===== config.mk =====
export PLATFORM = sky130hd
export DESIGN_NAME = rgbhsl_div
export DESIGN_NICKNAME = d
export VERILOG_FILES = /design/src/rtl/core/rgbhsl_pkg.sv /design/src/rtl/core/rgbhsl_div.sv
export SDC_FILE = /design/constraint.sdc
export NUM_CORES = 1
export LEC_CHECK = 0
export BUFFER_PORTS_ARGS = -buffer_cell sky130_fd_sc_hd__buf_2
export CAP_MARGIN = 5
export CORE_MARGIN = 3
export CORE_UTILIZATION = 55
export DETAILED_ROUTE_END_ITERATION = 8
export GPL_TIMING_DRIVEN = 0
export PLACE_DENSITY_LB_ADDON = 0.15
export SYNTH_ARGS = -nofsm -noshare
export SYNTH_HDL_FRONTEND = slang
export SYNTH_SLANG_ARGS = --single-unit

===== constraint.sdc =====
create_clock -name clock -period 22.8 [get_ports clock]
set_input_delay 2.28 -clock clock [delete_from_list [all_inputs] [get_ports clock]]
set_output_delay 2.28 -clock clock [all_outputs]
set_load 0.01 [all_outputs]

===== src/rtl/core/rgbhsl_pkg.sv =====
// ----------------------------------------------------------------------------
// rgbhsl_pkg
// Shared types and constants of the HSL scale adjust pipeline.
// ----------------------------------------------------------------------------
package rgbhsl_pkg;

   localparam int CSR_ADDR_W = 4;
   localparam int CSR_DATA_W = 32;

   localparam logic [1:0] REG_HUE   = 2'd0;
   localparam logic [1:0] REG_SAT   = 2'd1;
   localparam logic [1:0] REG_LIGHT = 2'd2;

   localparam logic [15:0] FACTOR_ONE = 16'd4096;

   localparam int DIV_NUM_W  = 28;
   localparam int DIV_DEN_W  = 12;
   localparam int DIV_QUO_W  = 18;
   localparam int DIV_STEPS  = 3;
   localparam int DIV_STAGES = DIV_QUO_W / DIV_STEPS;

   localparam logic [17:0] HUE_SIXTH      = 18'd32768;
   localparam logic [17:0] HUE_THIRD      = 18'd65536;
   localparam logic [17:0] HUE_HALF       = 18'd98304;
   localparam logic [17:0] HUE_TWO_THIRDS = 18'd131072;

   typedef struct packed {
      logic [15:0] hue;
      logic [15:0] sat;
      logic [15:0] light;
   } cfg_type;

   typedef enum logic [1:0] {
      SEL_RAMP,
      SEL_Q,
      SEL_P
   } chan_sel_type;

   typedef struct packed {
      chan_sel_type sel;
      logic [15:0]  x;
      logic [15:0]  p;
      logic [16:0]  q;
   } chan_req_type;

endpackage


===== src/rtl/core/rgbhsl_div.sv =====
// ----------------------------------------------------------------------------
// rgbhsl_div
// Pipelined restoring divider, three quotient bits per stage.
// ----------------------------------------------------------------------------
module rgbhsl_div (
   input  logic                             clock,
   input  logic [rgbhsl_pkg::DIV_NUM_W-1:0] num,
   input  logic [rgbhsl_pkg::DIV_DEN_W-1:0] den,
   output logic [rgbhsl_pkg::DIV_QUO_W-1:0] quo
);

   localparam int NW = rgbhsl_pkg::DIV_NUM_W;
   localparam int DW = rgbhsl_pkg::DIV_DEN_W;
   localparam int QW = rgbhsl_pkg::DIV_QUO_W;
   localparam int NS = rgbhsl_pkg::DIV_STAGES;

   logic [DW-1:0] rem_ff [NS-1];
   logic [QW-1:0] low_ff [NS-1];
   logic [DW-1:0] den_ff [NS-1];
   logic [QW-1:0] quo_ff [NS];

   for (genvar k = 0; k < NS; k++) begin : g_stage
      logic [DW-1:0] rem_cur, rem_in, den_cur;
      logic [QW-1:0] low_cur, low_in, quo_cur, quo_in;

      if (k == 0) begin : g_first
         assign rem_cur = {{(DW - (NW - QW)){1'b0}}, num[NW-1:QW]};
         assign low_cur = num[QW-1:0];
         assign den_cur = den;
         assign quo_cur = '0;
      end else begin : g_next
         assign rem_cur = rem_ff[k-1];
         assign low_cur = low_ff[k-1];
         assign den_cur = den_ff[k-1];
         assign quo_cur = quo_ff[k-1];
      end

      always_comb begin
         logic [DW:0] trial;
         rem_in = rem_cur;
         low_in = low_cur;
         quo_in = quo_cur;
         for (int i = 0; i < rgbhsl_pkg::DIV_STEPS; i++) begin
            trial  = {rem_in, low_in[QW-1]};
            low_in = {low_in[QW-2:0], 1'b0};
            if (trial >= {1'b0, den_cur}) begin
               trial  = trial - {1'b0, den_cur};
               quo_in = {quo_in[QW-2:0], 1'b1};
            end else begin
               quo_in = {quo_in[QW-2:0], 1'b0};
            end
            rem_in = trial[DW-1:0];
         end
      end

      always_ff @(posedge clock) begin
         quo_ff[k] <= quo_in;
      end

      if (k < NS - 1) begin : g_carry
         always_ff @(posedge clock) begin
            rem_ff[k] <= rem_in;
            low_ff[k] <= low_in;
            den_ff[k] <= den_cur;
         end
      end
   end

   assign quo = quo_ff[NS-1];

endmodule


==> results of run 1 <==
logic make-up after synthesis:
group | synth area share [%]
DFF | 28.38
xor gates and xnor gates | 7.352
adders and majority gates | 18.84
AOI/OAI and AO/OA | 18.27
muxes | 8.985
and+or+nand+nor | 13.30
buffers and inverters | 4.862
cells in the mapped netlist (10+ instances only):
master      n
nand2b_1   20
and3_1     10
o21bai_1   18
dfxtp_1   228
nor2b_1    37
nor3_1     41
nand3_1    35
buf_2      11
xnor2_1    96
ha_1      215
mux2_1     14
a21o_1     41
fa_1       17
nand2_1    86
inv_1     168
mux2i_1    27
o21a_1     30
xor2_1     39
a21oi_1   121
o31ai_1    13
a31oi_1    14
nor2_1    113
o21ai_0    92
mux2_2     89
nand4_1    35
critical path, delay by kind of cell:
kind                     cells  cell delay [ns]
AO/OA/AOI/OAI               14             3.56
AND/OR/NAND/NOR              6             1.19
adder cells (fa/ha/maj)      4             1.16
buffers and inverters        5             1.13
multiplexers                 2             0.76
layer usage:
metal	up-vias	GRT usage [%]	share of wire, %
met5	-	0	0
met4	0	7.823	3.2
met3	77	2.553	3.5
met2	292	43.53	49
met1	6178	29.93	44
li1	6657	-	-
through the flow:
stage / util (%) / instances / hold WS [ns] / setup WS [ns]
after detailed placement: 59.49 / 2234 / 0.3121 / 12.68
after floorplan: - / 1798 / 0.3096 / 14.03
after global placement: 59.49 / 2234 / 0.3098 / 12.74
after global routing: 62.23 / 2279 / 0.3215 / 12.48
final: 62.23 / 2279 / 0.3204 / 13.11
after CTS: 62.23 / 2279 / 0.3158 / 13.21
area by class of cell:
type / count / area, um^2
Multi-Input combinational cell: 1373 / 10740
Fill cell: 2490 / 10690
Sequential cell: 228 / 4564
Clock buffer: 32 / 651.9
Inverter: 172 / 648.1
Tap cell: 378 / 473.0
Timing Repair Buffer: 58 / 290.3
Buffer: 25 / 133.9
Clock inverter: 13 / 123.9
sequential cells by signal, indices dropped and copies added, names as in the netlist:
| name | count |
|---|---|
| quo_ff | 63 |
| den_ff | 60 |
| rem_ff | 60 |
| low_ff | 45 |
path summary, 6_finish.rpt:
path / from / endpoint / cells after the start
hold / removal: quo_ff[1][5] / quo_ff[2][8] / 0
hold reg to reg: quo_ff[1][5] / quo_ff[2][8] / 0
setup reg to reg: den_ff[0][37] / rem_ff[0][58] / 32
setup / recovery: den[0] / rem_ff[0][9] / 31
==> impl_metrics.json, run 1 <==
{
  "status": "finished, final reports clean",
  "final_antenna_net_count": 0,
  "hold_path_class": "flop to flop",
  "fin_setup_tns_ns": 0,
  "async_flop_share_pct": 0,
  "drive_above_1_share_pct": 12.10,
  "wl_per_cell_um": 16.68,
  "io_buffers": 58,
  "htreeDepth": 1,
  "tightestPinTransition_ns": 1.011,
  "start_util_pct": 56.80,
  "ctsResizeCount": 0,
  "drtIter0Drc": 869,
  "cts_tree": "built",
  "placed_cell_area_mm2": 0.01685,
  "reg2reg_slack_ns": 13.90,
  "critPathArrivalTime_ns": 10.10,
  "yosysTopAreaCell": "dfxtp_1",
  "vias": 13200,
  "hold_viol": 0,
  "fin_nets": 2156,
  "yosys_warnings": 0,
  "cp_max_fo": 10,
  "vias_per_cell": 5.794,
  "yosys-top-cells-area": "dfxtp_1 (28%), ha_1 (17%), mux2_2 (6.2%)",
  "synthDistinctLibCells": 79,
  "synth-seq-area-share_pct": 28.38,
  "slew_headroom_pct": 32.11,
  "period_needed_ns": 9.693,
  "clockBufferDepth": 3,
  "fin_crit_sh_pct": 42.51,
  "synth_edf_count": 0,
  "gr-total-overflow": 0,
  "antenna_cells": 0,
  "io_pins": 59,
  "crit_path_top_delay_cell": "o41ai_1",
  "synth_area_mm2": 0.01608,
  "grt_pass1_wl_um": 61840,
  "clock_skew_ns": 0.01315,
  "core_area_mm2": 0.02832,
  "clock_latency_ns": 0.52,
  "post_cts_buffers": 0,
  "first_pass_iters": 7,
  "syn_nets": 2071,
  "critPathMaxStageDelay_ns": 0.44,
  "crit_path_start_kind": "input port",
  "finalSetupViolCount": 0,
  "totalWireLength_um": 38010,
  "synth-main-ff-cell": "dfxtp_1",
  "clk_pin_slew_ns": 0.06,
  "maxSlewViolCount": 0,
  "row_count": 61,
  "postSynthAreaPerCell_um2": 8.945,
  "postCtsHoldBufs": 0,
  "synth-seq-cells": 228,
  "cap_violations": 0,
  "place_congestion": 0.8948,
  "rsz0062_at_grt": "no",
  "cts_made_buffers": 25,
  "fp.dieW_um": 177,
  "max_freq_mhz": 103.2,
  "synth_top_area_share_pct": 28.38,
  "layout_commonest_cell": "dfxtp_1",
  "route.detailed.drc": 0,
  "grt.total_usage_pct": 24.09,
  "stdcell_area_mm2": 0.01762,
  "cts_sinks": 228,
  "grt_pass1_vias": 12810,
  "die_area_mm2": 0.03133,
  "dp_hpwl_um": 30740,
  "antenna_found_initial": 1,
  "area_growth_pct": 9.569,
  "critPathKind": "input port to flop",
  "die_h_um": 177,
  "grt_max_degree": 15,
  "crit_path_end_kind": "flop",
  "required_ns": 23.20,
  "ctsRootBufferMaster": "clkbuf_16",
  "layout_common_cells": "dfxtp_1 (228), ha_1 (215), inv_1 (168)",
  "netlist_instances": 1798
}
Power of run 1 is left out: the tool's default activity adds up to more than one toggle a clock period on the data nets, which glitch-free logic cannot reach.
==> inputs of run 2 (changes only) <==
==> constraint.sdc (replaced) <==
create_clock -name clock -period 9.5 [get_ports clock]
set_input_delay 0.95 -clock clock [delete_from_list [all_inputs] [get_ports clock]]
set_output_delay 0.95 -clock clock [all_outputs]
set_load 0.01 [all_outputs]
==> run 2 against run 1 <==
Routed wire length about the same. Cell area hardly changed. Sequential cell count unchanged. Utilization hardly changed. Die area stayed put. Non-clock buffer count unchanged. Worst setup slack got worse by 12 ns. Critical path type is now flop to flop. Critical endpoint is now rem_ff[0][58].
==> impl_metrics.json, run 2 (synthesized netlist as in run 1, its figures left out) <==
{
  "status": "finished, final reports clean",
  "hold_viol": 0,
  "ctsRootBufferMaster": "clkbuf_16",
  "cap_violations": 0,
  "wl_per_cell_um": 16.68,
  "totalWireLength_um": 38020,
  "crit_path_top_delay_cell": "a2111oi_0",
  "gr-total-overflow": 0,
  "place_congestion": 0.8948,
  "critPathKind": "flop to flop",
  "grt.total_usage_pct": 24.09,
  "tightestPinTransition_ns": 1.010,
  "critPathMaxStageDelay_ns": 0.59,
  "r2r_start": "den_ff[0][37]",
  "max_freq_mhz": 115.2,
  "ctsResizeCount": 0,
  "num-fill-cells": 2492,
  "grt_max_degree": 15,
  "cts_sinks": 228,
  "antenna_found_initial": 1,
  "vias_per_cell": 5.776,
  "fin_nets": 2156,
  "clock_skew_ns": 0.01266,
  "fp.dieW_um": 177,
  "critPathArrivalTime_ns": 9.08,
  "min_path_cells": 0,
  "postCtsHoldBufs": 0,
  "start_util_pct": 56.80,
  "drtIter0Drc": 926,
  "slew_headroom_pct": 32.13,
  "route.detailed.drc": 0,
  "reg2reg_slack_ns": 0.82,
  "antenna_cells": 0,
  "io_buffers": 58,
  "hold_path_class": "flop to flop",
  "die_area_mm2": 0.03133,
  "clk_pin_slew_ns": 0.07,
  "grt_pass1_wl_um": 61840,
  "rsz0062_at_grt": "no",
  "grt_pass1_vias": 12810,
  "cts_made_buffers": 25,
  "regMostFlops": "quo_ff",
  "drive_above_1_share_pct": 12.15,
  "final_antenna_net_count": 0,
  "fin_crit_sh_pct": 91.34,
  "path_buf_inv": 4,
  "crit_path_start_kind": "flop",
  "period_needed_ns": 8.677,
  "layout_commonest_cell": "dfxtp_1",
  "hp-start": "quo_ff[1][5]",
  "dp_hpwl_um": 30740,
  "required_ns": 9.90,
  "die_h_um": 177,
  "cts_tree": "built",
  "fin_setup_tns_ns": 0,
  "post-place-ws_ns": 0.6441,
  "largestRegisters": "quo_ff: 63 flops, den_ff: 60 flops, rem_ff: 60 flops",
  "largest_reg_flops": 63,
  "hold_end": "quo_ff[2][8]",
  "maxSlewViolCount": 0,
  "finalSetupViolCount": 0,
  "layout_setup_ws_ns": 0.8231,
  "core_area_mm2": 0.02832,
  "area_growth_pct": 9.577,
  "vias": 13160,
  "post_cts_buffers": 0,
  "layout_common_cells": "dfxtp_1 (228), ha_1 (215), inv_1 (168)",
  "clockBufferDepth": 3,
  "io_pins": 59,
  "path_delay_family": "compound AO/OA/AOI/OAI gates",
  "r2r_cells": 31,
  "first_pass_iters": 5,
  "r2r_end": "rem_ff[0][58]",
  "htreeDepth": 1,
  "row_count": 61,
  "crit_path_end_kind": "flop",
  "cp_max_fo": 10,
  "clock_latency_ns": 0.52
}
[run 2: cell type report]
type / count / area [um^2] / area share [%]
clock buffers: 32 / 651.9 / 3.699
well taps: 378 / 473.0 / 2.684
plain buffers: 25 / 135.1 / 0.7668
repair buffers: 58 / 290.3 / 1.647
inverters: 172 / 648.1 / 3.678
clock inverters: 13 / 123.9 / 0.7029
flip-flops and latches: 228 / 4564 / 25.90
multi-input cells: 1373 / 10740 / 60.92
[run 2: worst max path at each step]
| stage | from | end | depth (start not counted) |
|---|---|---|---|
| 5_1_grt | den_ff[0][37] | rem_ff[0][58] | 32 |
| 4_1_cts | den_ff[0][37] | rem_ff[0][58] | 32 |
| 3_3_place_gp | den_ff[0][37] | rem_ff[0][58] | 32 |
| 6_report | den_ff[0][37] | rem_ff[0][58] | 31 |
| 2_1_floorplan | num[17] | rem_ff[0][9] | 31 |
| 3_5_place_dp | den_ff[0][37] | rem_ff[0][58] | 32 |
[run 2: stage by stage]
stage | hold slack [ns] | std cells | util (%) | cell area (um^2)
global route | 0.3215 | 2279 | 62.24 | 17620
detailed placement | 0.3121 | 2234 | 59.49 | 16850
global placement | 0.3098 | 2234 | 59.49 | 16850
finish | 0.3204 | 2279 | 62.24 | 17620
CTS | 0.3158 | 2279 | 62.23 | 17620
floorplan | 0.3096 | 1798 | - | 16080
[run 2: worst register-to-register path: cells and delay by family, from the launching register on]
family,cells,cell delay (ns)
buffers and inverters,4,1.00
multiplexers,2,0.74
adder cells (fa/ha/maj),3,1.02
AO/OA/AOI/OAI,16,4.10
AND/OR/NAND/NOR,6,1.27
flip-flops,1,0.43
[run 2: metal layers]
layer  up-vias  wire length, um  global-route usage [%]
met5         -                0                       0
li1       6651                -                       -
met4         0             1229                   7.823
met3        77             1371                   2.553
met1      6154            16680                   29.93
met2       282            18740                   43.53
Power of run 2 is left out for the same reason.
