[config.mk]
export PLATFORM = sky130hd
export DESIGN_NAME = rgbhsl_chan
export DESIGN_NICKNAME = d
export VERILOG_FILES = /design/src/rtl/core/rgbhsl_pkg.sv /design/src/rtl/core/rgbhsl_chan.sv
export SDC_FILE = /design/constraint.sdc
export NUM_CORES = 1
export LEC_CHECK = 0
export ABC_AREA = 1
export BUFFER_PORTS_ARGS = -buffer_cell sky130_fd_sc_hd__buf_2
export CORE_MARGIN = 1.5
export CORE_UTILIZATION = 65
export DETAILED_ROUTE_END_ITERATION = 10
export GPL_ROUTABILITY_DRIVEN = 0
export PLACE_DENSITY = 0.84
export SYNTH_ARGS = -nofsm -noshare
export SYNTH_HDL_FRONTEND = slang
export SYNTH_SLANG_ARGS = --single-unit
[constraint.sdc]
create_clock -name clock -period 24.8 [get_ports clock]
set_input_delay 6.2 -clock clock [delete_from_list [all_inputs] [get_ports clock]]
set_output_delay 6.2 -clock clock [all_outputs]
set_load 0.03 [all_outputs]
[src/rtl/core/rgbhsl_pkg.sv]
// ----------------------------------------------------------------------------
// rgbhsl_pkg
// Shared types and constants of the HSL scale adjust pipeline.
// ----------------------------------------------------------------------------
package rgbhsl_pkg;

   localparam int CSR_ADDR_W = 4;
   localparam int CSR_DATA_W = 32;

   localparam logic [1:0] REG_HUE   = 2'd0;
   localparam logic [1:0] REG_SAT   = 2'd1;
   localparam logic [1:0] REG_LIGHT = 2'd2;

   localparam logic [15:0] FACTOR_ONE = 16'd4096;

   localparam int DIV_NUM_W  = 28;
   localparam int DIV_DEN_W  = 12;
   localparam int DIV_QUO_W  = 18;
   localparam int DIV_STEPS  = 3;
   localparam int DIV_STAGES = DIV_QUO_W / DIV_STEPS;

   localparam logic [17:0] HUE_SIXTH      = 18'd32768;
   localparam logic [17:0] HUE_THIRD      = 18'd65536;
   localparam logic [17:0] HUE_HALF       = 18'd98304;
   localparam logic [17:0] HUE_TWO_THIRDS = 18'd131072;

   typedef struct packed {
      logic [15:0] hue;
      logic [15:0] sat;
      logic [15:0] light;
   } cfg_type;

   typedef enum logic [1:0] {
      SEL_RAMP,
      SEL_Q,
      SEL_P
   } chan_sel_type;

   typedef struct packed {
      chan_sel_type sel;
      logic [15:0]  x;
      logic [15:0]  p;
      logic [16:0]  q;
   } chan_req_type;

endpackage

[src/rtl/core/rgbhsl_chan.sv]
// ----------------------------------------------------------------------------
// rgbhsl_chan
// Hue-to-channel ramp, clamp and byte rounding for one color channel.
// ----------------------------------------------------------------------------
module rgbhsl_chan (
   input  logic                     clock,
   input  rgbhsl_pkg::chan_req_type req,
   output logic [7:0]               chan_byte
);

   logic [32:0]              prod_ff, prod_in;
   rgbhsl_pkg::chan_sel_type sel_ff;
   logic [15:0]              p_ff;
   logic [16:0]              q_ff;
   logic [16:0]              v_ff, v_in;
   logic [7:0]               byte_ff, byte_in;

   logic [16:0] diff;
   logic [33:0] rnd;
   logic [18:0] vsum;
   logic [24:0] bsum;

   assign diff    = req.q - {1'b0, req.p};
   assign prod_in = {16'd0, diff} * {17'd0, req.x};

   always_comb begin
      rnd = {1'b0, prod_ff} + 34'd16384;
      case (sel_ff)
         rgbhsl_pkg::SEL_RAMP: vsum = {3'd0, p_ff} + rnd[33:15];
         rgbhsl_pkg::SEL_Q:    vsum = {2'd0, q_ff};
         default:              vsum = {3'd0, p_ff};
      endcase
      v_in = (vsum > 19'd65536) ? 17'h10000 : vsum[16:0];
   end

   always_comb begin
      bsum    = {v_ff, 8'd0} - {8'd0, v_ff} + 25'd32768;
      byte_in = bsum[23:16];
   end

   always_ff @(posedge clock) begin
      prod_ff <= prod_in;
      sel_ff  <= req.sel;
      p_ff    <= req.p;
      q_ff    <= req.q;
      v_ff    <= v_in;
      byte_ff <= byte_in;
   end

   assign chan_byte = byte_ff;

endmodule

==> results.ini, run 1 <==
[synth]
avgSynthCellArea_um2=7.66
synthTopCellsByCount=inv_1 (403), nand2_1 (331), fa_1 (209), nor2_1 (209), ha_1 (158)
ys.flop_type=dfxtp_1
synthMostInstantiatedCell=inv_1
synth_edf_count=0
syn-cell-area_um2=14000
ys_warn_count=0
synth.area.top_cells=fa_1 (30%), ha_1 (14%), dfxtp_1 (11%), inv_1 (11%), nand2_1 (8.9%)
synth_cell_types=53
synth_cells=1828
syn_nets=2247
synth_largest_type_area_fraction_pct=29.9
synth_seq_cells=79
yosys.area.top_type=fa_1
ys_seq_area_share_pct=11.3
async_reset_ff_share_pct=0

[global_routing]
grt_max_degree=20
grt_pass1_vias=12400
antenna_found_initial=1
overflow=0
grt_pass1_wl_um=61800
grtUsageTotal_pct=35.9

[clock_network]
clock_sinks=79
cts_buffers=9
hold_buffers=0
cts_root_buf=clkbuf_16
postCtsSetupRepairBufs=0
clkLatencyLatePin_ns=0.34
cts_buffer_depth=2
cts_resized=0
clkSlewWorstSetupHoldPaths_ns=0.06
cts_tree=done
htree_levels=3

[outcome]
status=finished, final reports clean

[finish]
seq_area_um2=1580
drive_gt1_share_pct=8.42
n_fill_cell=1643
antenna_cells=0
multi_input_area_um2=10700
stdcell_area_um2=14800
fin_nets=2291
area_delta_synth_final_pct=5.87

[worst_setup_path]
critPathMaxFanout=11
path_class=in2reg
critical_path.max_stage_delay_ns=0.56
rrSetupSlack_ns=21.31
arrival_ns=13.68
startpoint_type=input pin
reg2reg_from=prod_ff[14]
r2r_end=v_ff[15]
r2r_cells=23
crit_top_cell=nand2_1
end_kind=flop
critPathRequiredTime_ns=25.07
crit_path_top_delay_cell=fa_1

[timing]
maxSlewHeadroom_pct=43.9
min_period_over_period_pct=54.1
skew_ns=0.00848
rsz0062_at_grt=no
final_hold_viol_count=0
setup_viol=0
tightest_slew_ns=0.841
drv_slew=0
fin_setup_tns_ns=0
fmax_mhz=74.5
finalCriticalPeriod_ns=13.41

[detailed_routing]
vias_per_cell=5.73
routed_wl_um=38100
drtIter0Drc=1073
drcViolationCount=0
firstDrtPassIters=6
wl_per_cell_um=17.7
detail-route-antenna-nets=0
vias=12300

[floorplanning]
die_width_um=150
die_h_um=150
start_util_pct=66.4
io_pins=60
die-area_um2=22400
rows=53
fp.coreArea_um2=21100

[job]
cap_violations=0

[place]
port_buffers=59
dp_hpwl_um=32200
placed_area_um2=14500

[min_path]
hp-start=v_ff[14]
hold_class=reg2reg
min_to=chan_byte[7]
holdPathStages=2

==> kinds of logic after synthesis <==
kind of cell    synth area share, %
fa+ha+maj                      44.0
simple gates                   22.8
buf+inv                        12.1
flops                          11.3
compound gates                 6.49
xor+xnor                       3.31
==> state kept, by name, summed over array words and instances, names as in the netlist <==
register,cells
p_ff,16
q_ff,17
prod_ff,19
sel_ff,2
chan_byte,8
v_ff,17
==> worst max path at each step <==
stage	startpoint	endpoint	slack, ns	cells past startpoint
3_3_place_gp	req[0]	prod_ff[31]	11.34	34
3_5_place_dp	req[0]	prod_ff[31]	11.12	34
4_1_cts	req[0]	prod_ff[31]	11.47	34
6_report	req[0]	prod_ff[31]	11.39	34
5_1_grt	req[0]	prod_ff[31]	11.01	34
2_1_floorplan	req[0]	prod_ff[30]	12.12	35
==> routing by layer <==
layer / track usage [%] / up-vias / routed length, µm
met3: 5.34 / 159 / 3330
met2: 59.6 / 653 / 18200
met1: 45.4 / 5846 / 14400
met5: 0 / - / 13
met4: 18.7 / 2 / 2200
li1: - / 5663 / -
==> through the flow <==
stage	hold slack [ns]	utilization, %	setup WS (ns)	cells
2_1_floorplan	0.516	-	12.12	1828
3_3_place_gp	0.572	68.9	11.34	2136
3_5_place_dp	0.590	68.9	11.12	2136
4_1_cts	0.599	70.3	11.47	2152
5_1_grt	0.649	70.3	11.01	2152
6_report	0.587	70.3	11.39	2152
==> area by class of cell <==
cell class | count | area share [%]
Clock buffer | 9 | 1.52
Clock inverter | 7 | 0.498
Sequential cell | 79 | 10.7
Tap cell | 275 | 2.32
Timing Repair Buffer | 64 | 2.24
Multi-Input combinational cell | 1306 | 72.3
Inverter | 412 | 10.4
==> critical path: cells and delay by family <==
family,cells,cell delay (ns)
compound gates,6,1.19
xor+xnor,1,0.17
fa+ha+maj,9,4.10
buf+inv,6,0.32
simple gates,12,1.69
==> layout by cell type (no fill, tap or decap), types with 4 or more instances in the layout <==
| master | instances |
|---|---|
| clkbuf_16 | 9 |
| o21ai_1 | 4 |
| clkinvlp_4 | 4 |
| o21a_1 | 4 |
| a21oi_1 | 80 |
| fa_1 | 209 |
| nor2_1 | 209 |
| nor2_2 | 14 |
| a22o_1 | 11 |
| buf_2 | 59 |
| dfxtp_1 | 79 |
| xor2_1 | 31 |
| a211oi_1 | 4 |
| nand2_1 | 331 |
| xnor2_1 | 17 |
| buf_4 | 5 |
| nor3_1 | 13 |
| nand4_1 | 11 |
| inv_2 | 6 |
| or2_2 | 28 |
| o21ai_0 | 32 |
| nor4_1 | 5 |
| nand3b_1 | 10 |
| ha_1 | 158 |
| nand3_1 | 88 |
| inv_1 | 403 |
| nand2_2 | 11 |
Power of run 1 is not shown: default switching activity piles up to over one toggle a cycle in this logic, so the estimate is an artifact.
==> inputs of run 2 (changes only) <==
--- a/config.mk
+++ b/config.mk
@@ -8,10 +8,10 @@
 export ABC_AREA = 1
 export BUFFER_PORTS_ARGS = -buffer_cell sky130_fd_sc_hd__buf_2
 export CORE_MARGIN = 1.5
-export CORE_UTILIZATION = 65
+export CORE_UTILIZATION = 59
 export DETAILED_ROUTE_END_ITERATION = 10
 export GPL_ROUTABILITY_DRIVEN = 0
-export PLACE_DENSITY = 0.84
+export PLACE_DENSITY = 0.81
 export SYNTH_ARGS = -nofsm -noshare
 export SYNTH_HDL_FRONTEND = slang
 export SYNTH_SLANG_ARGS = --single-unit
==> constraint.sdc (replaced) <==
create_clock -name clock -period 11.5 [get_ports clock]
set_input_delay 2.875 -clock clock [delete_from_list [all_inputs] [get_ports clock]]
set_output_delay 2.875 -clock clock [all_outputs]
set_load 0.03 [all_outputs]
==> results.ini, run 2 (same netlist as run 1, synthesis figures left out) <==
[outcome]
status=finished, final reports clean  ; unchanged

[worst_setup_path]
startpoint_type=input pin  ; unchanged
arrival_ns=10.57  ; was 13.68 ns
crit_top_cell=nand2_1  ; unchanged
critical-path-top-delay-family=adder cells  ; unchanged
path_class=in2reg  ; unchanged
cp_num_buf_inv=6  ; unchanged
rrSetupSlack_ns=8.05  ; was 21.31 ns
r2r_cells=21  ; was 23
critical_path.max_stage_delay_ns=0.55  ; was 0.56 ns
critPathRequiredTime_ns=11.77  ; was 25.07 ns
r2r_end=v_ff[3]  ; was v_ff[15]
crit_path_top_delay_cell=fa_1  ; unchanged
end_kind=flop  ; unchanged
critPathMaxFanout=11  ; unchanged
reg2reg_from=prod_ff[15]  ; was prod_ff[14]

[global_routing]
overflow=0  ; unchanged
antenna_found_initial=1  ; unchanged
grtUsageTotal_pct=32.2  ; was 35.9%
grt_pass1_vias=12300  ; was 12400
grt_max_degree=20  ; unchanged
grt_pass1_wl_um=61000  ; was 61800 µm

[timing]
fmax_mhz=97.1
tightest_slew_ns=0.863  ; was 0.841 ns
min_period_over_period_pct=89.6
skew_ns=0.00816  ; was 0.00848 ns
maxSlewHeadroom_pct=42.4  ; was 43.9%
rsz0062_at_grt=no  ; unchanged
final_hold_viol_count=0  ; unchanged
fin_setup_tns_ns=0  ; unchanged
finalCriticalPeriod_ns=10.30
drv_slew=0  ; unchanged
setup_viol=0  ; unchanged

[floorplanning]
fp.coreArea_um2=23400  ; was 21100 µm²
die_width_um=157  ; was 150 µm
start_util_pct=59.8  ; was 66.4%
die_h_um=157  ; was 150 µm
rows=56  ; was 53
io_pins=60  ; unchanged
die-area_um2=24700  ; was 22400 µm²

[detailed_routing]
routed_wl_um=37900  ; was 38100 µm
drtIter0Drc=1191  ; was 1073
wl_per_cell_um=17.2  ; was 17.7 µm
firstDrtPassIters=6  ; unchanged
vias_per_cell=5.61  ; was 5.73
drcViolationCount=0  ; unchanged
vias=12300  ; about the same
detail-route-antenna-nets=0  ; unchanged

[clock_network]
htree_levels=3  ; unchanged
cts_buffer_depth=2  ; unchanged
clkLatencyLatePin_ns=0.35  ; was 0.34 ns
cts_root_buf=clkbuf_16  ; unchanged
clkSlewWorstSetupHoldPaths_ns=0.06  ; about the same
clock_sinks=79  ; unchanged
cts_buffers=9  ; unchanged
cts_resized=0  ; unchanged
postCtsSetupRepairBufs=0  ; unchanged
hold_buffers=0  ; unchanged
cts_tree=done  ; unchanged

[finish]
reg_top3=prod_ff x19, q_ff x17, v_ff x17  ; unchanged
n_fill_cell=2008  ; was 1643
drive_gt1_share_pct=8.46  ; was 8.42%
layout_commonest_cell=inv_1  ; unchanged
fin_nets=2293  ; was 2291
largest_reg_flops=19  ; unchanged
postLayoutCoreUtil_pct=63.8  ; was 70.3%
largest_register=prod_ff  ; unchanged
area_delta_synth_final_pct=6.57  ; was 5.87%
final_cell_mix=inv_1 (403), nand2_1 (331), nor2_1 (209), fa_1 (209), ha_1 (158)  ; unchanged

[min_path]
hold_class=reg2reg  ; unchanged
min_to=chan_byte[7]  ; unchanged
holdPathStages=2  ; unchanged
hp-start=v_ff[14]  ; unchanged

[place]
port_buffers=59  ; unchanged
dp_hpwl_um=31700  ; was 32200 µm

[job]
cap_violations=0  ; unchanged

run 2: cell types whose count changed in the layout (fill, tap and decap cells not counted), sizes merged:
cell,before,now
diode,0,1
buf,64,66
bufinv,1,2
clkinvlp,4,1
clkbuf,9,11
run 2: per-stage QoR:
stage	instance area (µm²)	setup slack, ns	instances	hold WS [ns]
floorplan	14000	2.14	1828	0.516
global placement	14600	1.27	2182	0.572
detailed placement	14600	1.09	2182	0.585
CTS	14900	1.41	2198	0.598
global route	14900	0.947	2198	0.618
finish	14900	1.20	2199	0.598
run 2: area by class of cell:
cell class | count | area (µm²) | area share [%]
Multi-Input combinational cell | 1306 | 10700 | 71.8
Sequential cell | 79 | 1580 | 10.6
Inverter | 412 | 1550 | 10.4
Tap cell | 319 | 399 | 2.67
Timing Repair Buffer | 66 | 348 | 2.33
Clock buffer | 11 | 243 | 1.63
Clock inverter | 5 | 81.3 | 0.545
Antenna cell | 1 | 2.50 | 0.0168
run 2: worst min-delay path, delay by kind of cell (launching register included):
family | cells | cell delay (ns)
xor+xnor | 2 | 0.20
flops | 1 | 0.35
run 2: how the worst max path moves through the flow:
stage | from | to | slack (ns) | cells after the start
finish | req[0] | prod_ff[31] | 1.20 | 34
global route | req[0] | prod_ff[31] | 0.95 | 34
CTS | req[0] | prod_ff[31] | 1.41 | 34
detailed placement | req[0] | prod_ff[31] | 1.09 | 34
global placement | req[0] | prod_ff[31] | 1.27 | 34
floorplan | req[0] | prod_ff[30] | 2.14 | 35
run 2: layer usage:
layer | routed length [µm] | track usage, %
met5 | 13 | 0
met4 | 2250 | 16.7
met3 | 3740 | 7.65
met2 | 17300 | 52.1
met1 | 14600 | 40.2
Power of run 2 is left out for the same reason.
