[config.mk]
export PLATFORM = sky130hd
export DESIGN_NAME = rgbhsl_csr
export DESIGN_NICKNAME = d
export VERILOG_FILES = /design/src/rtl/core/rgbhsl_pkg.sv /design/src/rtl/core/rgbhsl_csr.sv
export SDC_FILE = /design/constraint.sdc
export NUM_CORES = 1
export LEC_CHECK = 0
export ABC_AREA = 1
export BUFFER_PORTS_ARGS = -buffer_cell sky130_fd_sc_hd__buf_4
export CAP_MARGIN = 20
export CORE_MARGIN = 2
export CORE_UTILIZATION = 30
export DETAILED_ROUTE_END_ITERATION = 12
export SKIP_CTS_REPAIR_TIMING = 1
export SLEW_MARGIN = 20
export SYNTH_ARGS = -nofsm -noshare
export SYNTH_HDL_FRONTEND = slang
export SYNTH_SLANG_ARGS = --single-unit
[constraint.sdc]
create_clock -name clock -period 0.8 [get_ports clock]
set_input_delay 0.08 -clock clock [delete_from_list [all_inputs] [get_ports clock]]
set_output_delay 0.08 -clock clock [all_outputs]
set_load 0.02 [all_outputs]
[src/rtl/core/rgbhsl_pkg.sv]
// ----------------------------------------------------------------------------
// rgbhsl_pkg
// Shared types and constants of the HSL scale adjust pipeline.
// ----------------------------------------------------------------------------
package rgbhsl_pkg;

   localparam int CSR_ADDR_W = 4;
   localparam int CSR_DATA_W = 32;

   localparam logic [1:0] REG_HUE   = 2'd0;
   localparam logic [1:0] REG_SAT   = 2'd1;
   localparam logic [1:0] REG_LIGHT = 2'd2;

   localparam logic [15:0] FACTOR_ONE = 16'd4096;

   localparam int DIV_NUM_W  = 28;
   localparam int DIV_DEN_W  = 12;
   localparam int DIV_QUO_W  = 18;
   localparam int DIV_STEPS  = 3;
   localparam int DIV_STAGES = DIV_QUO_W / DIV_STEPS;

   localparam logic [17:0] HUE_SIXTH      = 18'd32768;
   localparam logic [17:0] HUE_THIRD      = 18'd65536;
   localparam logic [17:0] HUE_HALF       = 18'd98304;
   localparam logic [17:0] HUE_TWO_THIRDS = 18'd131072;

   typedef struct packed {
      logic [15:0] hue;
      logic [15:0] sat;
      logic [15:0] light;
   } cfg_type;

   typedef enum logic [1:0] {
      SEL_RAMP,
      SEL_Q,
      SEL_P
   } chan_sel_type;

   typedef struct packed {
      chan_sel_type sel;
      logic [15:0]  x;
      logic [15:0]  p;
      logic [16:0]  q;
   } chan_req_type;

endpackage

[src/rtl/core/rgbhsl_csr.sv]
// ----------------------------------------------------------------------------
// rgbhsl_csr
// Register file for the hue, saturation and lightness factors.
// ----------------------------------------------------------------------------
module rgbhsl_csr (
   input  logic                              clock,
   input  logic                              reset,
   input  logic                              psel,
   input  logic                              penable,
   input  logic                              pwrite,
   input  logic [rgbhsl_pkg::CSR_ADDR_W-1:0] paddr,
   input  logic [rgbhsl_pkg::CSR_DATA_W-1:0] pwdata,
   output logic [rgbhsl_pkg::CSR_DATA_W-1:0] prdata,
   output logic                              pready,
   output rgbhsl_pkg::cfg_type               cfg
);

   rgbhsl_pkg::cfg_type cfg_ff, cfg_in;
   logic [1:0]          idx;

   assign idx    = paddr[3:2];
   assign pready = 1'b1;
   assign cfg    = cfg_ff;

   always_comb begin
      cfg_in = cfg_ff;
      if (psel && penable && pwrite) begin
         unique case (idx)
            rgbhsl_pkg::REG_HUE:   cfg_in.hue   = pwdata[15:0];
            rgbhsl_pkg::REG_SAT:   cfg_in.sat   = pwdata[15:0];
            rgbhsl_pkg::REG_LIGHT: cfg_in.light = pwdata[15:0];
            default:               cfg_in = cfg_ff;
         endcase
      end
   end

   always_comb begin
      unique case (idx)
         rgbhsl_pkg::REG_HUE:   prdata = {16'd0, cfg_ff.hue};
         rgbhsl_pkg::REG_SAT:   prdata = {16'd0, cfg_ff.sat};
         rgbhsl_pkg::REG_LIGHT: prdata = {16'd0, cfg_ff.light};
         default:               prdata = '0;
      endcase
   end

   always_ff @(posedge clock) begin
      if (reset) begin
         cfg_ff.hue   <= rgbhsl_pkg::FACTOR_ONE;
         cfg_ff.sat   <= rgbhsl_pkg::FACTOR_ONE;
         cfg_ff.light <= rgbhsl_pkg::FACTOR_ONE;
      end else begin
         cfg_ff <= cfg_in;
      end
   end

endmodule

==> results of run 1 <==
==> metal layers <==
metal | GRT usage, % | vias up | wire length [µm]
li1 | - | 1325 | -
met1 | 20.0 | 1199 | 3250
met2 | 27.4 | 82 | 3760
met3 | 3.21 | 5 | 428
met4 | 2.78 | 0 | 37
met5 | 0 | - | 0
==> kinds of logic after synthesis <==
family / count (synthesis) / synth area share [%]
AND/OR/NAND/NOR: 262 / 45.6
buffers and inverters: 57 / 14.1
flip-flops: 48 / 39.4
AO/OA/AOI/OAI: 3 / 0.615
other: 2 / 0.308
==> power by group <==
group / switching [mW] / internal (mW) / leakage [nW]
combinational: 0.557 / 0.411 / 1.44
sequential: 0.0571 / 2.43 / 0.411
clock: 0.835 / 1.02 / 0.0614
==> cell type report <==
cell class                      instances  share of cell area [%]
Multi-Input combinational cell        282                    33.8
Timing Repair Buffer                  122                    32.2
Sequential cell                        48                    26.0
Tap cell                              102                    3.20
Clock buffer                            6                    2.07
Inverter                               19                    1.79
Clock inverter                          2                   0.972
==> cells in the mapped netlist <==
cell / number
clkbuf_1: 2
nand3_1: 64
buf_6: 7
nor2_4: 4
nand2_1: 100
nor2_2: 2
nor2_1: 91
inv_2: 3
nand3_4: 1
o21ai_0: 3
dfxtp_1: 48
buf_2: 12
inv_1: 16
buf_4: 17
conb_1: 2
==> stage by stage <==
stage	std cells	cell area [µm²]	setup slack (ps)
floorplan	387	2500	14.7
global placement	554	3200	-187
detailed placement	554	3200	-215
CTS	562	3320	-268
global route	581	3990	-269
finish	581	3990	-232
==> worst min-delay path by stage <==
stage | slack (ps) | end
global placement | 320 | cfg[12]
floorplan | 210 | cfg[12]
global route | 40 | cfg[12]
finish | 20 | cfg[12]
CTS | 20 | cfg[12]
detailed placement | 330 | cfg[12]
==> critical path, cell delays in order, from the launching register on <==
cell     delay, ps
dfxtp_2        350
nand2_1         90
nand3_2         80
buf_6          130
==> parameters.txt, run 1 <==
Parameter                              Value

Detailed routing
  DRC errors left ... 0
  First-iteration detailed-routing DRC count ... 59
  Pre-antenna DRT Iters ... 4
  Post-DRT Antenna Nets ... 0
  Routed wirelength normalized by instance count ... 12.9 µm
  Final routed wirelength across all metal layers ... 7480 µm
  Via-to-Cell Ratio ... ~4.5
  Via count of the routed design ... 2611

Logic synthesis
  Most area-consuming cells after synthesis ... dfxtp_1 (39%), nand2_1 (15%), nor2_1 (14%), nand3_1 (13%), buf_4 (5.2%)
  Mean Syn Cell Area ... 6.56 µm²
  Synthesized area ... ~0.0024 mm²
  Proportion of synthesized chip area in sequential cells ... 39.4%
  Area fraction of the dominant cell type after synthesis ... 39.4%
  Number of distinct library cells after synthesis ... 15
  Post-synthesis register bit count ... 48
  Cells after Synth ... 372
  Cell type with the largest total area after synthesis ... dfxtp_1
  Ys Warns ... 0

Worst setup path
  CP required ... 720 ps
  CP endpoint kind ... primary output
  Data arrival, critical path ... around 950 ps
  Critical path fanouts, max ... 3
  Worst reg2reg endpoint ... cfg[26]
  Length in cells of the worst reg-to-reg path ... 4
  Crit. Startpoint ... cfg[10]
  Minimum setup slack among reg-to-reg paths ... around 10 ps
  Classification of the worst setup path ... flip-flop to primary output
  Worst setup path endpoint ... prdata[10]
  Beginning of the worst register-to-register path ... cfg[26]
  Worst setup SP type ... flip-flop

Clock tree
  Clock buffer count from CTS ... 5
  CTS Sinks ... 48
  Clock-pin slew on the worst setup and hold paths ... 90 ps
  Maximum level of the CTS H-tree ... 2
  Bufs on Longest Clock Path ... 2
  Clock tree from TritonCTS ... yes
  Buffer type at the clock tree root ... clkbuf_8
  Worst-Skew Late Latency ... 290 ps

Global routing
  Global-route wire length before repair ... 11100 µm
  Global-route total usage across every layer ... 15.6%
  Total grt overflow ... 0
  Largest net degree at the start of global routing ... 49
  Initial antenna violation count ... 0
  Vias in the first global route ... around 2300

Layout
  Commonest cells after routing, fill and taps aside ... nor2_1 (87), buf_6 (78), nand2_1 (71), nand3_1 (51), dfxtp_2 (41)
  Flip-flop count of the largest register, all copies and words added ... 48
  # nets final ... just over 500
  Count of antenna diodes in the layout ... 0
  Area of all sequential standard cells ... 0.00104 mm²
  Area occupied by multi-input gates ... 0.00135 mm²
  Fraction of final layout cells sized beyond drive strength 1 ... between 40% and 50%
  Most common library cell in the layout ignoring fill and taps ... nor2_1
  Utilization of the core after routing ... slightly above 50%
  Number of filler instances in the final layout ... just under 800
  Area overhead of the layout relative to synthesis ... 63.5%

Run status
  Violated checks ... negative setup slack
  Status ... finished, violations left

Place
  Final weighted congestion of routability-driven global placement ... 0.774
  PortBufs ... 86
  Post-detail-place hpwl ... 4800 µm

Power
  Max VDD drop ... between 700 and 800 µV
  Overall power ... 5.31 mW
  Power Density ... 1330 mW/mm²
  Leakage power total ... 1.92 nW

Timing
  Count of endpoints failing hold in the final timing report ... 0
  Setup repair after global routing missed its margin ... yes
  Hold slack ... 23.0 ps
  Setup-failing EPs final ... 64
  Largest clock skew in the final design ... 0 ps
  Final Max Slew Viols ... 0
  Post-route worst setup slack ... -232 ps
  Max Clock Freq ... 0.969 GHz
  Final worst path period share ... 129%
  Min Clock Period, post-route ... 1030 ps
  TNS Setup ... -7780 ps

Floorplanning
  Total die area ... roughly 0.009 mm²
  Die X-Extent ... 94.2 µm
  Std-Cell Rows ... 32
  Placeable core area ... between 0.007 and 0.008 mm²
  Starting utilization of the core area ... 31.3%
  Die Span Y ... 94.2 µm
  Number of placed I/O pins ... 122

Worst hold path
  Type of the tightest min-delay check ... input port to flip-flop
  Start point of the worst min-delay path ... pwdata[12]
  Count of cells along the worst hold path ... 3

Run
  Max-cap violations ... 0
Note: power is estimated with default switching activity, not from simulation.
==> run 2, diff against run 1 <==
- clock period: 0.8 -> 0.94 ns (I/O delays scaled with it)
==> parameters.txt, run 2 (same netlist as run 1, synthesis figures left out) <==
Parameter                              Value

Run status
  Status ... finished, violations left
  Violated checks ... negative setup slack

Detailed routing
  Routed metal-1 wirelength ... 3140 µm (-3.4%)
  DRC errors left ... 0 (unchanged)
  First-iteration detailed-routing DRC count ... 71 (+20%)
  Final routed wirelength across all metal layers ... 7170 µm (-4.1%)
  Pre-antenna DRT Iters ... 4 (unchanged)
  Post-DRT Antenna Nets ... 0 (unchanged)
  Sum of met2 wire segment lengths after detailed routing ... 3490 µm (-7.2%)
  Via-to-Cell Ratio ... 4.45 (-1.1%)
  Top routing layer in use ... met4
  Via count of the routed design ... 2574 (-1.4%)
  Routed wirelength normalized by instance count ... 12.4 µm (-3.8%)
  Metal3 WL ... 496 µm (+16%)

Global routing
  Largest net degree at the start of global routing ... 31 (-37%)
  Global-route total usage across every layer ... 15.5% (-0.18 points)
  Initial antenna violation count ... 0 (unchanged)
  Total grt overflow ... 0 (unchanged)
  Vias in the first global route ... 2260 (-2.5%)
  Global-route wire length before repair ... 10800 µm (-2.9%)

Timing
  Max Clock Freq ... 0.960 GHz
  Count of endpoints failing hold in the final timing report ... 0 (unchanged)
  Post-route worst setup slack ... -101 ps (+131 ps)
  Largest clock skew in the final design ... 0 ps (unchanged)
  Setup-failing EPs final ... 29 (-55%)
  Min Clock Period, post-route ... 1040 ps
  Final Max Slew Viols ... 0 (unchanged)
  Final worst path period share ... 111%
  TNS Setup ... -1530 ps (+6250 ps)
  Setup repair after global routing missed its margin ... yes

Layout
  Flip-flop count of the largest register, all copies and words added ... 48 (unchanged)
  Count of antenna diodes in the layout ... 0 (unchanged)
  Area overhead of the layout relative to synthesis ... 55.5%
  Most common library cell in the layout ignoring fill and taps ... nor2_1
  Post-route cell area ... 0.00379 mm² (-4.9%)
  Commonest cells after routing, fill and taps aside ... nor2_1 (90), nand2_1 (71), buf_4 (71), nand3_1 (50)
  Area of all sequential standard cells ... 0.00103 mm² (-1.2%)
  Utilization of the core after routing ... 48.6% (-2.5 points)
  # nets final ... 517 (-0.39%)
  Fraction of final layout cells sized beyond drive strength 1 ... 48.0% (-0.84 points)
  Number of cells in the finished layout apart from fillers ... 579 (-0.34%)
  Area occupied by multi-input gates ... 0.00135 mm² (+0.19%)
  Number of filler instances in the final layout ... 791 (+1.5%)

Power
  Overall power ... 4.42 mW (-17%)
  Leakage power total ... 1.86 nW (-3.1%)
  Power Density ... 1170 mW/mm² (-12%)
  Max VDD drop ... 499 µV (-36%)

Clock tree
  Clock-pin slew on the worst setup and hold paths ... 90 ps (about the same)
  Maximum level of the CTS H-tree ... 2 (unchanged)
  Buffer type at the clock tree root ... clkbuf_8
  CTS Sinks ... 48 (unchanged)
  Bufs on Longest Clock Path ... 2 (unchanged)
  Clock buffer count from CTS ... 5 (unchanged)
  Worst-Skew Late Latency ... 300 ps (about the same)
  Clock tree from TritonCTS ... yes

Worst setup path
  Worst setup SP type ... flip-flop
  Critical path fanouts, max ... 2 (-1)
  Classification of the worst setup path ... flip-flop to primary output
  CP endpoint kind ... primary output
  Beginning of the worst register-to-register path ... cfg[14]
  Minimum setup slack among reg-to-reg paths ... 130 ps (+120 ps)
  Worst path cell trace ... nand2_1 -> nand3_1 -> buf_6
  CP required ... 850 ps (+130 ps)
  Data arrival, critical path ... 950 ps (about the same)
  Cell with the largest stage delay on the worst path ... dfxtp_2
  WP buf/inv ... 1 (unchanged)
  Cell family with the largest share of critical-path delay ... flip-flops
  Worst path max stage delay ... 340 ps (about the same)
  Crit. Startpoint ... cfg[19]

Place
  Placed Cells incl. Taps ... 555 (+0.18%)
  Final weighted congestion of routability-driven global placement ... 0.758 (-2.1%)
  Standard cell area after detailed placement ... 0.00317 mm² (-0.94%)
  Post-detail-place hpwl ... 4890 µm (+1.8%)
  PortBufs ... 86 (unchanged)

Floorplanning
  Starting utilization of the core area ... 31.3% (unchanged)
  Die Span Y ... 94.2 µm (unchanged)
  Placeable core area ... 0.00781 mm² (unchanged)
  Number of placed I/O pins ... 122 (unchanged)
  Die X-Extent ... 94.2 µm (unchanged)
  Total die area ... 0.00887 mm² (unchanged)
  Std-Cell Rows ... 32 (unchanged)

Worst hold path
  Start point of the worst min-delay path ... pwdata[12]
  Type of the tightest min-delay check ... input port to flip-flop

Run
  Max-cap violations ... 0 (unchanged)
## run 2: routing by layer
layer,track usage (%),vias up
li1,-,1321
met1,19.2,1175
met2,26.1,74
met3,4.65,4
met4,3.86,0
met5,0,-
## run 2: cell type report
class                           count  area share [%]
Multi-Input combinational cell    282            35.6
Tap cell                          102            3.36
Timing Repair Buffer              120            29.3
Sequential cell                    48            27.0
Clock inverter                      2           0.923
Clock buffer                        6            1.91
Inverter                           19            1.88
## run 2: final timing paths
| check | to | cells after the start |
|---|---|---|
| worst max register to register | cfg[14] | 4 |
| worst min register to register | cfg[10] | 2 |
| worst min-delay path | cfg[44] | 3 |
| worst max-delay path | prdata[3] | 3 |
## run 2: report_power, final
group / switching (mW) / total, mW / internal (mW) / leakage (nW)
Sequential: 0.0421 / 2.12 / 2.08 / 0.410
Clock: 0.704 / 1.49 / 0.791 / 0.0552
Combinational: 0.475 / 0.805 / 0.330 / 1.39
Total: 1.22 / 4.42 / 3.20 / 1.86
## run 2: worst register-to-register path, delay by kind of cell, from the launching register on
family	cells	cell delay, ps
AND/OR/NAND/NOR	2	140
buffers and inverters	2	230
flip-flops	1	340
## run 2: through the flow
stage | worst slack [ps] | hold WS (ps)
after floorplan | 141 | 220
after global placement | -116 | 335
after detailed placement | -139 | 339
after CTS | -147 | 22.7
after global routing | -157 | 31.7
final | -101 | 30.4
